File: config.mk
export PLATFORM = sky130hd
export DESIGN_NAME = solid_pixel_boundary_edges
export DESIGN_NICKNAME = d
export VERILOG_FILES = /design/src/spbe_pkg.sv /design/src/solid_pixel_boundary_edges.sv /design/src/spbe_emit.sv
export SDC_FILE = /design/constraint.sdc
export NUM_CORES = 2
export LEC_CHECK = 0
export ABC_AREA = 1
export BUFFER_PORTS_ARGS = -buffer_cell sky130_fd_sc_hd__buf_4
export CORE_MARGIN = 2
export CORE_UTILIZATION = 45
export DETAILED_ROUTE_END_ITERATION = 12
export SKIP_CTS_REPAIR_TIMING = 1
export SLEW_MARGIN = 20
export SYNTH_ARGS = -nofsm -noshare
export SYNTH_HDL_FRONTEND = slang
export SYNTH_SLANG_ARGS = --single-unit
File: constraint.sdc
create_clock -name clk -period 8.18 [get_ports clk]
set_input_delay 1.636 -clock clk [delete_from_list [all_inputs] [get_ports clk]]
set_output_delay 1.636 -clock clk [all_outputs]
set_load 0.01 [all_outputs]
File: src/spbe_pkg.sv
// ----------------------------------------------------------------------------
// spbe_pkg: shared types and constants for the boundary edge extractor
// Field widths, register indexes, side codes and the item handed to the
// point emitter.
// ----------------------------------------------------------------------------
package spbe_pkg;

  localparam int COORD_W   = 12;              // pixel column / row
  localparam int TYPE_W    = 6;               // material type code
  localparam int MASK_W    = 1 << TYPE_W;     // one solid bit per type
  localparam int DIM_W     = COORD_W + 1;     // sizes up to 2^COORD_W
  localparam int END_W     = COORD_W + 2;     // start + size before clipping
  localparam int SCALE_W   = 24;              // unsigned Q8.16
  localparam int PT_W      = 36;              // unsigned Q20.16
  localparam int SIDE_W    = 2;
  localparam int CFG_IDX_W = 3;
  localparam int CFG_DAT_W = 64;
  localparam int IN_W      = 56;              // 54 payload bits padded to bytes
  localparam int OUT_W     = 2 * PT_W;        // 72 bits, whole bytes

  typedef enum logic [CFG_IDX_W-1:0] {
    CFG_WORLD_WIDTH    = 3'd0,
    CFG_WORLD_HEIGHT   = 3'd1,
    CFG_REGION_START_X = 3'd2,
    CFG_REGION_START_Y = 3'd3,
    CFG_REGION_WIDTH   = 3'd4,
    CFG_REGION_HEIGHT  = 3'd5,
    CFG_PIXEL_SCALE    = 3'd6,
    CFG_SOLID_MASK     = 3'd7
  } cfg_reg_t;

  localparam logic [SIDE_W-1:0] SIDE_TOP    = 2'd0;
  localparam logic [SIDE_W-1:0] SIDE_BOTTOM = 2'd1;
  localparam logic [SIDE_W-1:0] SIDE_LEFT   = 2'd2;
  localparam logic [SIDE_W-1:0] SIDE_RIGHT  = 2'd3;

  // Exposed side flags, bit 0 top, 1 bottom, 2 left, 3 right.
  typedef struct packed {
    logic [PT_W-1:0] x0;   // x * scale
    logic [PT_W-1:0] x1;   // (x + 1) * scale
    logic [PT_W-1:0] y0;   // y * scale
    logic [PT_W-1:0] y1;   // (y + 1) * scale
    logic [3:0]      edges;
  } edge_item_t;

endpackage

File: src/solid_pixel_boundary_edges.sv
// ----------------------------------------------------------------------------
// solid_pixel_boundary_edges: boundary edge extraction for solid pixels
// Turns grid pixels with their neighbor types into scaled unit edge points.
// ----------------------------------------------------------------------------
// Each transfer on the input stream is one pixel: its column and row and the
// material types of the pixel and its four neighbors. A type counts as solid
// when its bit in solid_mask is set, and a neighbor outside the world is never
// solid. A solid pixel inside the traced region (clipped to the world) emits,
// for each exposed side in the order top, bottom, left, right, the two end
// points of that unit edge, each corner scaled by pixel_scale into Q20.16;
// tuser carries the side and tlast marks the pixel's final point. Pixels that
// emit nothing flow at one per cycle while the stages ahead do not stall. A
// pixel with k exposed sides holds the point emitter for 2k points, one point
// per cycle while the sink accepts them, and the three stages in front keep
// filling. After the pixel's transfer, stage 1 looks up the solid bits and
// clips the region, stage 2 tests the bounds and forms the x and y products,
// stage 3 adds one scale step for the far corners, and the emitter loads the
// output register. Configuration writes are taken every cycle and must only
// arrive while no pixel is in flight.
// ----------------------------------------------------------------------------
module solid_pixel_boundary_edges import spbe_pkg::*; (
  input  logic                 clk,
  input  logic                 rst,
  // Configuration write channel
  input  logic                 cfg_valid,
  output logic                 cfg_ready,
  input  logic [CFG_IDX_W-1:0] cfg_index,
  input  logic [CFG_DAT_W-1:0] cfg_data,
  // Pixel stream
  input  logic                 s_axis_tvalid,
  output logic                 s_axis_tready,
  // pixel_x [11:0], pixel_y [23:12], center_type [29:24], up_type [35:30],
  // down_type [41:36], left_type [47:42], right_type [53:48], zero [55:54]
  input  logic [IN_W-1:0]      s_axis_tdata,
  // Edge point stream
  output logic                 m_axis_tvalid,
  input  logic                 m_axis_tready,
  output logic [OUT_W-1:0]     m_axis_tdata,   // point_x [35:0], point_y [71:36]
  output logic [SIDE_W-1:0]    m_axis_tuser,   // edge_side [1:0]
  output logic                 m_axis_tlast
);

  // Configuration registers
  logic [DIM_W-1:0]   world_width;
  logic [DIM_W-1:0]   world_height;
  logic [COORD_W-1:0] region_start_x;
  logic [COORD_W-1:0] region_start_y;
  logic [DIM_W-1:0]   region_width;
  logic [DIM_W-1:0]   region_height;
  logic [SCALE_W-1:0] pixel_scale;
  logic [MASK_W-1:0]  solid_mask;

  // The port never pushes back; each accepted write updates its register in the following cycle.
  assign cfg_ready = 1'b1;

  always_ff @(posedge clk) begin
    if (rst) begin
      world_width    <= DIM_W'(1 << COORD_W);
      world_height   <= DIM_W'(1 << COORD_W);
      region_start_x <= '0;
      region_start_y <= '0;
      region_width   <= DIM_W'(1 << COORD_W);
      region_height  <= DIM_W'(1 << COORD_W);
      pixel_scale    <= SCALE_W'(65536);
      solid_mask     <= '0;
    end else if (cfg_valid && cfg_ready) begin
      unique case (cfg_reg_t'(cfg_index))
        CFG_WORLD_WIDTH:    world_width    <= cfg_data[DIM_W-1:0];
        CFG_WORLD_HEIGHT:   world_height   <= cfg_data[DIM_W-1:0];
        CFG_REGION_START_X: region_start_x <= cfg_data[COORD_W-1:0];
        CFG_REGION_START_Y: region_start_y <= cfg_data[COORD_W-1:0];
        CFG_REGION_WIDTH:   region_width   <= cfg_data[DIM_W-1:0];
        CFG_REGION_HEIGHT:  region_height  <= cfg_data[DIM_W-1:0];
        CFG_PIXEL_SCALE:    pixel_scale    <= cfg_data[SCALE_W-1:0];
        CFG_SOLID_MASK:     solid_mask     <= cfg_data[MASK_W-1:0];
        default: ;
      endcase
    end
  end

  // --------------------------------------------------------------------------
  // Stage handshake: a stage takes new data when it is empty or its contents
  // move on in the same cycle.
  // --------------------------------------------------------------------------
  logic v1, v2, v3;
  logic ready1, ready2, ready3;
  logic emit_ready;
  logic keep2;

  assign ready3        = !v3 || emit_ready;
  assign ready2        = !v2 || ready3;
  assign ready1        = !v1 || ready2;
  assign s_axis_tready = ready1;

  always_ff @(posedge clk) begin
    if (rst) begin
      v1 <= 1'b0;
      v2 <= 1'b0;
      v3 <= 1'b0;
    end else begin
      if (ready1) v1 <= s_axis_tvalid;
      if (ready2) v2 <= v1;
      // Drop pixels that expose no edge here.
      if (ready3) v3 <= v2 && keep2;
    end
  end

  // --------------------------------------------------------------------------
  // Stage 1: unpacked pixel; look up solid bits, clip the region to the world
  // --------------------------------------------------------------------------
  logic [COORD_W-1:0] s1_x, s1_y;
  logic [TYPE_W-1:0]  s1_ct, s1_ut, s1_dt, s1_lt, s1_rt;
  logic [END_W-1:0]   s1_sum_x, s1_sum_y;
  logic [END_W-1:0]   s1_end_x, s1_end_y;

  always_ff @(posedge clk) begin
    if (s_axis_tvalid && ready1) begin
      s1_x  <= s_axis_tdata[11:0];
      s1_y  <= s_axis_tdata[23:12];
      s1_ct <= s_axis_tdata[29:24];
      s1_ut <= s_axis_tdata[35:30];
      s1_dt <= s_axis_tdata[41:36];
      s1_lt <= s_axis_tdata[47:42];
      s1_rt <= s_axis_tdata[53:48];
    end
  end

  assign s1_sum_x = {2'b00, region_start_x} + {1'b0, region_width};
  assign s1_sum_y = {2'b00, region_start_y} + {1'b0, region_height};
  assign s1_end_x = (s1_sum_x > {1'b0, world_width})  ? {1'b0, world_width}  : s1_sum_x;
  assign s1_end_y = (s1_sum_y > {1'b0, world_height}) ? {1'b0, world_height} : s1_sum_y;

  // --------------------------------------------------------------------------
  // Stage 2: region and world bounds, exposed sides, corner products
  // --------------------------------------------------------------------------
  logic [COORD_W-1:0] s2_x, s2_y;
  logic [END_W-1:0]   s2_end_x, s2_end_y;
  logic               s2_c_s, s2_u_s, s2_d_s, s2_l_s, s2_r_s;
  logic               s2_inside;
  logic               s2_top, s2_bottom, s2_left, s2_right;
  logic [3:0]         s2_edges;
  logic [PT_W-1:0]    s2_xs, s2_ys;

  always_ff @(posedge clk) begin
    if (v1 && ready2) begin
      s2_x     <= s1_x;
      s2_y     <= s1_y;
      s2_end_x <= s1_end_x;
      s2_end_y <= s1_end_y;
      s2_c_s   <= solid_mask[s1_ct];
      s2_u_s   <= solid_mask[s1_ut];
      s2_d_s   <= solid_mask[s1_dt];
      s2_l_s   <= solid_mask[s1_lt];
      s2_r_s   <= solid_mask[s1_rt];
    end
  end

  assign s2_inside = (s2_x >= region_start_x) && ({2'b00, s2_x} < s2_end_x) &&
                     (s2_y >= region_start_y) && ({2'b00, s2_y} < s2_end_y);

  // Neighbors past the world edge never cover a side.
  assign s2_top    = !((s2_y != '0) && s2_u_s);
  assign s2_bottom = !((({1'b0, s2_y} + DIM_W'(1)) < world_height) && s2_d_s);
  assign s2_left   = !((s2_x != '0) && s2_l_s);
  assign s2_right  = !((({1'b0, s2_x} + DIM_W'(1)) < world_width) && s2_r_s);

  assign s2_edges = (s2_inside && s2_c_s) ?
                    {s2_right, s2_left, s2_bottom, s2_top} : 4'b0000;
  assign keep2    = s2_edges != 4'b0000;

  assign s2_xs = PT_W'(s2_x) * PT_W'(pixel_scale);
  assign s2_ys = PT_W'(s2_y) * PT_W'(pixel_scale);

  // --------------------------------------------------------------------------
  // Stage 3: far corners are one scale step beyond the near ones
  // --------------------------------------------------------------------------
  logic [PT_W-1:0] s3_xs, s3_ys;
  logic [3:0]      s3_edges;
  edge_item_t      s3_item;

  always_ff @(posedge clk) begin
    if (v2 && keep2 && ready3) begin
      s3_xs    <= s2_xs;
      s3_ys    <= s2_ys;
      s3_edges <= s2_edges;
    end
  end

  always_comb begin
    s3_item.x0    = s3_xs;
    s3_item.x1    = s3_xs + PT_W'(pixel_scale);
    s3_item.y0    = s3_ys;
    s3_item.y1    = s3_ys + PT_W'(pixel_scale);
    s3_item.edges = s3_edges;
  end

  // --------------------------------------------------------------------------
  // Stage 4: walk the exposed sides into the output register
  // --------------------------------------------------------------------------
  spbe_emit u_emit (
    .clk           (clk),
    .rst           (rst),
    .item_valid    (v3),
    .item_ready    (emit_ready),
    .item          (s3_item),
    .m_axis_tvalid (m_axis_tvalid),
    .m_axis_tready (m_axis_tready),
    .m_axis_tdata  (m_axis_tdata),
    .m_axis_tuser  (m_axis_tuser),
    .m_axis_tlast  (m_axis_tlast)
  );

endmodule

File: src/spbe_emit.sv
// ----------------------------------------------------------------------------
// spbe_emit: edge point emitter
// Holds one pixel's scaled corners and walks its exposed sides, two points
// per side, into an output register.
// ----------------------------------------------------------------------------
module spbe_emit import spbe_pkg::*; (
  input  logic              clk,
  input  logic              rst,
  input  logic              item_valid,
  output logic              item_ready,
  input  edge_item_t        item,
  output logic              m_axis_tvalid,
  input  logic              m_axis_tready,
  output logic [OUT_W-1:0]  m_axis_tdata,   // point_x [35:0], point_y [71:36]
  output logic [SIDE_W-1:0] m_axis_tuser,   // edge_side [1:0]
  output logic              m_axis_tlast
);

  logic              e_valid;
  logic [PT_W-1:0]   x0, x1, y0, y1;
  logic [3:0]        rem;
  logic              phase;

  logic              o_valid;
  logic [PT_W-1:0]   o_x, o_y;
  logic [SIDE_W-1:0] o_side;
  logic              o_last;

  logic              out_free;
  logic              issue;
  logic              only_one;
  logic              issue_last;
  logic [3:0]        sel;
  logic [SIDE_W-1:0] cur_side;
  logic [PT_W-1:0]   pt_x, pt_y;

  // Lowest pending side goes first: top, bottom, left, right.
  always_comb begin
    sel      = 4'b1000;
    cur_side = SIDE_RIGHT;
    if (rem[0]) begin
      sel      = 4'b0001;
      cur_side = SIDE_TOP;
    end else if (rem[1]) begin
      sel      = 4'b0010;
      cur_side = SIDE_BOTTOM;
    end else if (rem[2]) begin
      sel      = 4'b0100;
      cur_side = SIDE_LEFT;
    end
  end

  always_comb begin
    case (cur_side)
      SIDE_TOP: begin
        pt_x = phase ? x1 : x0;
        pt_y = y0;
      end
      SIDE_BOTTOM: begin
        pt_x = phase ? x0 : x1;
        pt_y = y1;
      end
      SIDE_LEFT: begin
        pt_x = x0;
        pt_y = phase ? y0 : y1;
      end
      default: begin
        pt_x = x1;
        pt_y = phase ? y1 : y0;
      end
    endcase
  end

  assign out_free   = !o_valid || m_axis_tready;
  assign issue      = e_valid && out_free;
  assign only_one   = (rem & ~sel) == 4'b0000;
  assign issue_last = issue && phase && only_one;
  assign item_ready = !e_valid || issue_last;

  always_ff @(posedge clk) begin
    if (rst) begin
      e_valid <= 1'b0;
      phase   <= 1'b0;
      o_valid <= 1'b0;
    end else begin
      if (item_valid && item_ready) begin
        e_valid <= 1'b1;
        phase   <= 1'b0;
      end else if (issue) begin
        phase <= !phase;
        if (issue_last) begin
          e_valid <= 1'b0;
        end
      end
      if (out_free) begin
        o_valid <= issue;
      end
    end
  end

  always_ff @(posedge clk) begin
    if (item_valid && item_ready) begin
      x0  <= item.x0;
      x1  <= item.x1;
      y0  <= item.y0;
      y1  <= item.y1;
      rem <= item.edges;
    end else if (issue && phase) begin
      rem <= rem & ~sel;
    end
    if (issue) begin
      o_x    <= pt_x;
      o_y    <= pt_y;
      o_side <= cur_side;
      o_last <= phase && only_one;
    end
  end

  assign m_axis_tvalid = o_valid;
  assign m_axis_tdata  = {o_y, o_x};
  assign m_axis_tuser  = o_side;
  assign m_axis_tlast  = o_last;

endmodule

* Yosys cells after proc, flatten, opt, wreduce, memory -nomap -nowiden
Cells that the tools add are included.
Word-level totals: bits in registers 580, input port bits 128, word-level logic and storage cells 157, output and inout port bits 78
Operators by class: add/sub/neg operators 6, bitwise logic cells 2, multiply operators 2, equality and inequality tests 9, magnitude comparators 13, reductions and logical operators 51, mux-type cells 30
Operator list (number):
- 36-bit one-hot mux with 3 select lines | 2
- 36-bit 2-to-1 mux | 4
- 36-bit by 24-bit adder with 36-bit output | 2
- 12-bit by 24-bit multiplier with 36-bit output | 2
- 6-bit by 7-bit less-than comparator with 1-bit output (second input constant) | 5
- 1-bit binary-select mux with 6-bit select | 5
- 12-bit by 13-bit adder with 14-bit output | 2
- 14-bit by 13-bit greater-than comparator with 1-bit output | 2
- 12-bit by 14-bit less-than comparator with 1-bit output | 2
- 12-bit by 1-bit adder with 13-bit output (second input constant) | 2
- 13-bit less-than comparator | 2
- 13-bit 2-to-1 mux | 2
- 12-bit >= comparator | 2
- 4-bit 2-to-1 mux | 6
- 12-bit nonzero test | 2
- 2-bit AND reduction | 9
- 1-bit logical AND | 17
- 3-bit == test (second input constant) | 4
- 1-bit zero test | 10
- 1-bit 2-to-1 mux | 9
- 3-bit by 2-bit == test with 1-bit output (second input constant) | 2
- 2-bit nonzero test | 3
- 1-bit logical OR | 5
- 4-bit bitwise AND | 1
- other kinds (10) | 11

* Depth between registers and ports, before layout
word-level depth 12, mapped depth 25, depth with buffers taken out 23

* Cells and area by module
A second synthesis with hierarchy kept.
Unflattened totals: cell total of the unflattened synthesis 5852, area, all modules 48763.0 µm²
Modules (own cells, without submodules):
- solid_pixel_boundary_edges | cells each 5335, area each 40548.9 µm², times used 1, sequential area each 8958.6 µm²
- spbe_emit | cells each 517, area each 8214.1 µm², times used 1, sequential area each 6756.5 µm²

* Worst setup path before layout
OpenSTA, ideal clock, no wires.
path type in2reg, start point input port m_axis_tready, end point register s3_edges[0] (enable), data arrival time 6962 ps, data required time 7669 ps, path slack 707 ps, cell stages on the path 8, path buffers 0, library setup time 511 ps, path through inv_1 -> nand2_1 -> nand2_1 -> inv_1 -> nand3_1 -> nand3_1 -> inv_1 -> nor2_1
On the way: cells in the longest elaborated chain, start to end 7
Ends and longest elaborated chain:
- from (decl) | line solid_pixel_boundary_edges.sv:37 | input logic m_axis_tready,
- 1-bit logical OR | line spbe_emit.sv:74 | assign out_free = !o_valid || m_axis_tready;
- 1-bit logical AND | line spbe_emit.sv:75 | assign issue = e_valid && out_free;
- net u_emit.issue | line spbe_emit.sv:30 | logic issue;
- 1-bit logical AND (2 in a row) | line spbe_emit.sv:77 | assign issue_last = issue && phase && only_one;
- 1-bit logical OR | line spbe_emit.sv:78 | assign item_ready = !e_valid || issue_last;
- 1-bit logical OR | line solid_pixel_boundary_edges.sv:90 | assign ready3 = !v3 || emit_ready;
- 1-bit logical AND | line solid_pixel_boundary_edges.sv:182 | if (v2 && keep2 && ready3) begin
- to (signal assigned) | line solid_pixel_boundary_edges.sv:185 | s3_edges <= s2_edges;
- to (decl) | line solid_pixel_boundary_edges.sv:178 | logic [3:0] s3_edges;
The timed path passes the listed nets, and every way through them passes these cells. A chain may end at the register's enable or synchronous reset.

* Worst setup path in the final report
start point register pixel_scale[20], end point register s3_xs[31], data pin
On the way: cells in the longest elaborated chain, start to end 1
Ends and longest elaborated chain:
- from (decl) | line solid_pixel_boundary_edges.sv:50 | logic [SCALE_W-1:0] pixel_scale;
- from (signal assigned) | line solid_pixel_boundary_edges.sv:74 | CFG_PIXEL_SCALE: pixel_scale <= cfg_data[SCALE_W-1:0];
- 12-bit by 24-bit multiplier with 36-bit output | line solid_pixel_boundary_edges.sv:171 | assign s2_xs = PT_W'(s2_x) * PT_W'(pixel_scale);
- net s2_xs[31] | line solid_pixel_boundary_edges.sv:142 | logic [PT_W-1:0] s2_xs, s2_ys;
- to (signal assigned) | line solid_pixel_boundary_edges.sv:183 | s3_xs <= s2_xs;
- to (decl) | line solid_pixel_boundary_edges.sv:177 | logic [PT_W-1:0] s3_xs, s3_ys;
The timed path passes the listed nets, and every way through them passes these cells.

==> flow_metrics.tcl <==
set metrics [dict create \
    seqPwrFrac 0.414 \
    hold_ws_ns 0.408 \
    synth_edf_count 410 \
    intPower_mw 5.64 \
    dieArea_sq_um 115000 \
    io_buffers 202 \
    row_count 122 \
    regMostFlops "solid_mask" \
    routed_via_density 5.29 \
    hpwl_um 104000 \
    reg2reg_depth 19 \
    io_pins 206 \
    syn_inst 6221 \
    avgSynthCellArea_sq_um 8.12 \
    switching_share 0.305 \
    drive_above_1_share 0.0808 \
    slowest_delay_ns 0.93 \
    initial_core_util 0.455 \
    critPathKind "register to register" \
    clkTransAtPathRegs_ns 0.06 \
    yosysUniqueCellTypes 55 \
    rsz0062_at_grt "false" \
    cap_violations 0 \
    cts_buffers 68 \
    vias 41400 \
    grt_max_degree 97 \
    yosys_warnings 0 \
    p_clk_frac 0.382 \
    netlist_area_sq_um 50500 \
    period_minus_slack_ns 5.84 \
    place_area_sq_um 53300 \
    fin_nets 7165 \
    antenna_found_initial 3 \
    min-delay-path-class "register to register" \
    tightest_slew_ns 1.02 \
    ys_seq_elements 580 \
    die_w_um 339 \
    maxSlewHeadroom 0.316 \
    ys.flop_type "edfxtp_1" \
    critPathRequiredTime_ns 8.56 \
    design_area_sq_um 55600 \
    ys_seq_area_frac 0.311 \
    slew_violations 0 \
    largest_register_ffs 64 \
    gp_congestion 0.920 \
    crit_arrival_ns 6.22 \
    irDropWorstVdd_uv 131 \
    synth_commonest_cells "nand2_1, inv_1, nor2_1" \
    p_leak_nw 26.6 \
    grt_pass1_wl_um 224000 \
    firstDrtPassIters 6 \
    crit_chain "buf_4, nand2_1, inv_1, fa_1, fa_1, inv_1, fa_1, inv_1, fa_1, fa_1, ha_1, a21oi_1, inv_1, a31oi_1, o21a_1, nand3_1, nand2_1, nand2_1, xor2_1" \
    grt_pass1_vias 40900 \
    drc 0 \
    worst_path_max_delay_cell "dfxtp_1" \
    cts_sinks 580 \
    fin_util 0.501 \
    grt-ovfl-total 0 \
    status "finished, final reports clean" \
    routed_wl_um 140000 \
    fin_setup_tns_ns 0 \
    coreArea_sq_um 111000 \
    ant_nets 0 \
    grt.total_usage 0.245 \
    clockRootBuffer "clkbuf_16" \
    fin_skew_ns 0.0448 \
    end_kind "register" \
    worstSetupStartpointType "register" \
    p_sw_mw 2.47 \
    synth_area_leaders "edfxtp_1, fa_1, nand2_1" \
    cts_buffer_depth 3 \
    synthArstFlopShare 0 \
    tritoncts "built" \
    n_fill_cell 10700 \
    netlist.area_leader.share 0.244 \
    wl_per_cell_um 17.9 \
    powerDensity_nw_per_um2 146 \
    yosys.area.top_type "edfxtp_1" \
    dr.first_iter.drc_count 2941 \
    fmax_mhz 171 \
    hold_depth 0 \
    crit_path_frequent_cell "fa_1" \
    cts_max_level 3 \
    synth_most_common_cell "nand2_1" \
    r2r_slack_ns 2.34 \
    timing.final.crit_share 0.714 \
    finalHoldViolCount 0 \
    clk_latency_ns 0.67 \
    comb_power_share 0.204 \
    setup_violations 0 \
    die_y_um 339 \
    area_growth_pct 10.0 \
    crit_fanout 17 \
]
per-stage QoR:
stage	instances	worst slack (ns)	power (mW)
floorplan	6222	0.707	4.56
global placement	7691	2.17	5.03
detailed placement	7691	2.17	5.06
CTS	7814	2.15	8.18
global route	7814	2.04	8.55
finish	7815	2.34	8.11
layout make-up:
cell class	instances	area [sq um]	area share
Multi-Input combinational cell	4198	29300	0.528
Sequential cell	580	15700	0.283
Inverter	1152	4330	0.0780
Timing Repair Buffer	273	2050	0.0369
Clock buffer	93	1930	0.0347
Tap cell	1488	1860	0.0335
Clock inverter	30	337	0.00606
Antenna cell	1	2.50	0.0000450
power by group through the flow:
stage | registers (mW) | clock network [mW] | logic (mW)
final | 3.35 | 3.10 | 1.66
after CTS | 3.35 | 3.17 | 1.66
after floorplan | 3.36 | 0 | 1.20
after detailed placement | 3.41 | 0 | 1.65
after global routing | 3.36 | 3.29 | 1.89
after global placement | 3.41 | 0 | 1.62
cells by family after synthesis:
kind of cell / share of synthesized area
AO/OA/AOI/OAI: 0.123
XOR/XNOR: 0.0269
adder cells (fa/ha/maj): 0.255
buffers and inverters: 0.109
flip-flops: 0.311
other: 0.000149
AND/OR/NAND/NOR: 0.174
critical path, delay by kind of cell (launching register included):
kind / cells / cell delay [ns]
simple gates: 4 / 0.43
xor+xnor: 1 / 0.16
flops: 1 / 0.93
fa+ha+maj: 6 / 2.75
compound gates: 3 / 0.65
buf+inv: 5 / 0.65
worst paths after layout:
check             startpoint        end
max          pixel_scale[20]  s3_xs[31]
min                  s1_x[8]    s2_x[8]
max reg2reg  pixel_scale[20]  s3_xs[31]
min reg2reg          s1_x[8]    s2_x[8]
placed cells by master, fill, tap and decap left out, drive strengths merged:
cell type  synthesis  final
o311ai             1      1
clkinvlp           0      1
a221oi             1      1
o211ai            28     28
fa               444    444
edfxtp           410    410
nor3              31     31
nand3            137    137
bufinv             0      4
xor2             109    109
nor4              13     13
clkbuf           224     93
a31oi             11     11
inv             1149   1155
clkinv             3     22
a21oi            310    310
o22ai             81     81
nor2             644    644
a211oi             3      3
o21a               7      7
ha               320    320
o221ai            41     41
nand2           1280   1280
a21boi             7      7
o21bai            14     14
buf               68    273
o21ai            570    570
nand4             50     50
conb               2      3
and2               1      1
dfxtp            170    170
nand3b             7      7
xnor2             46     46
o2111ai           19     19
a21o              20     20
diode              0      1
layer usage:
metal	global-route usage	wire, um	up-vias
li1	-	-	19900
met1	0.335	63300	20100
met2	0.400	64600	1182
met3	0.0322	7420	244
met4	0.0815	4540	0
met5	0	0	-
(Power assumes the default switching activity.)
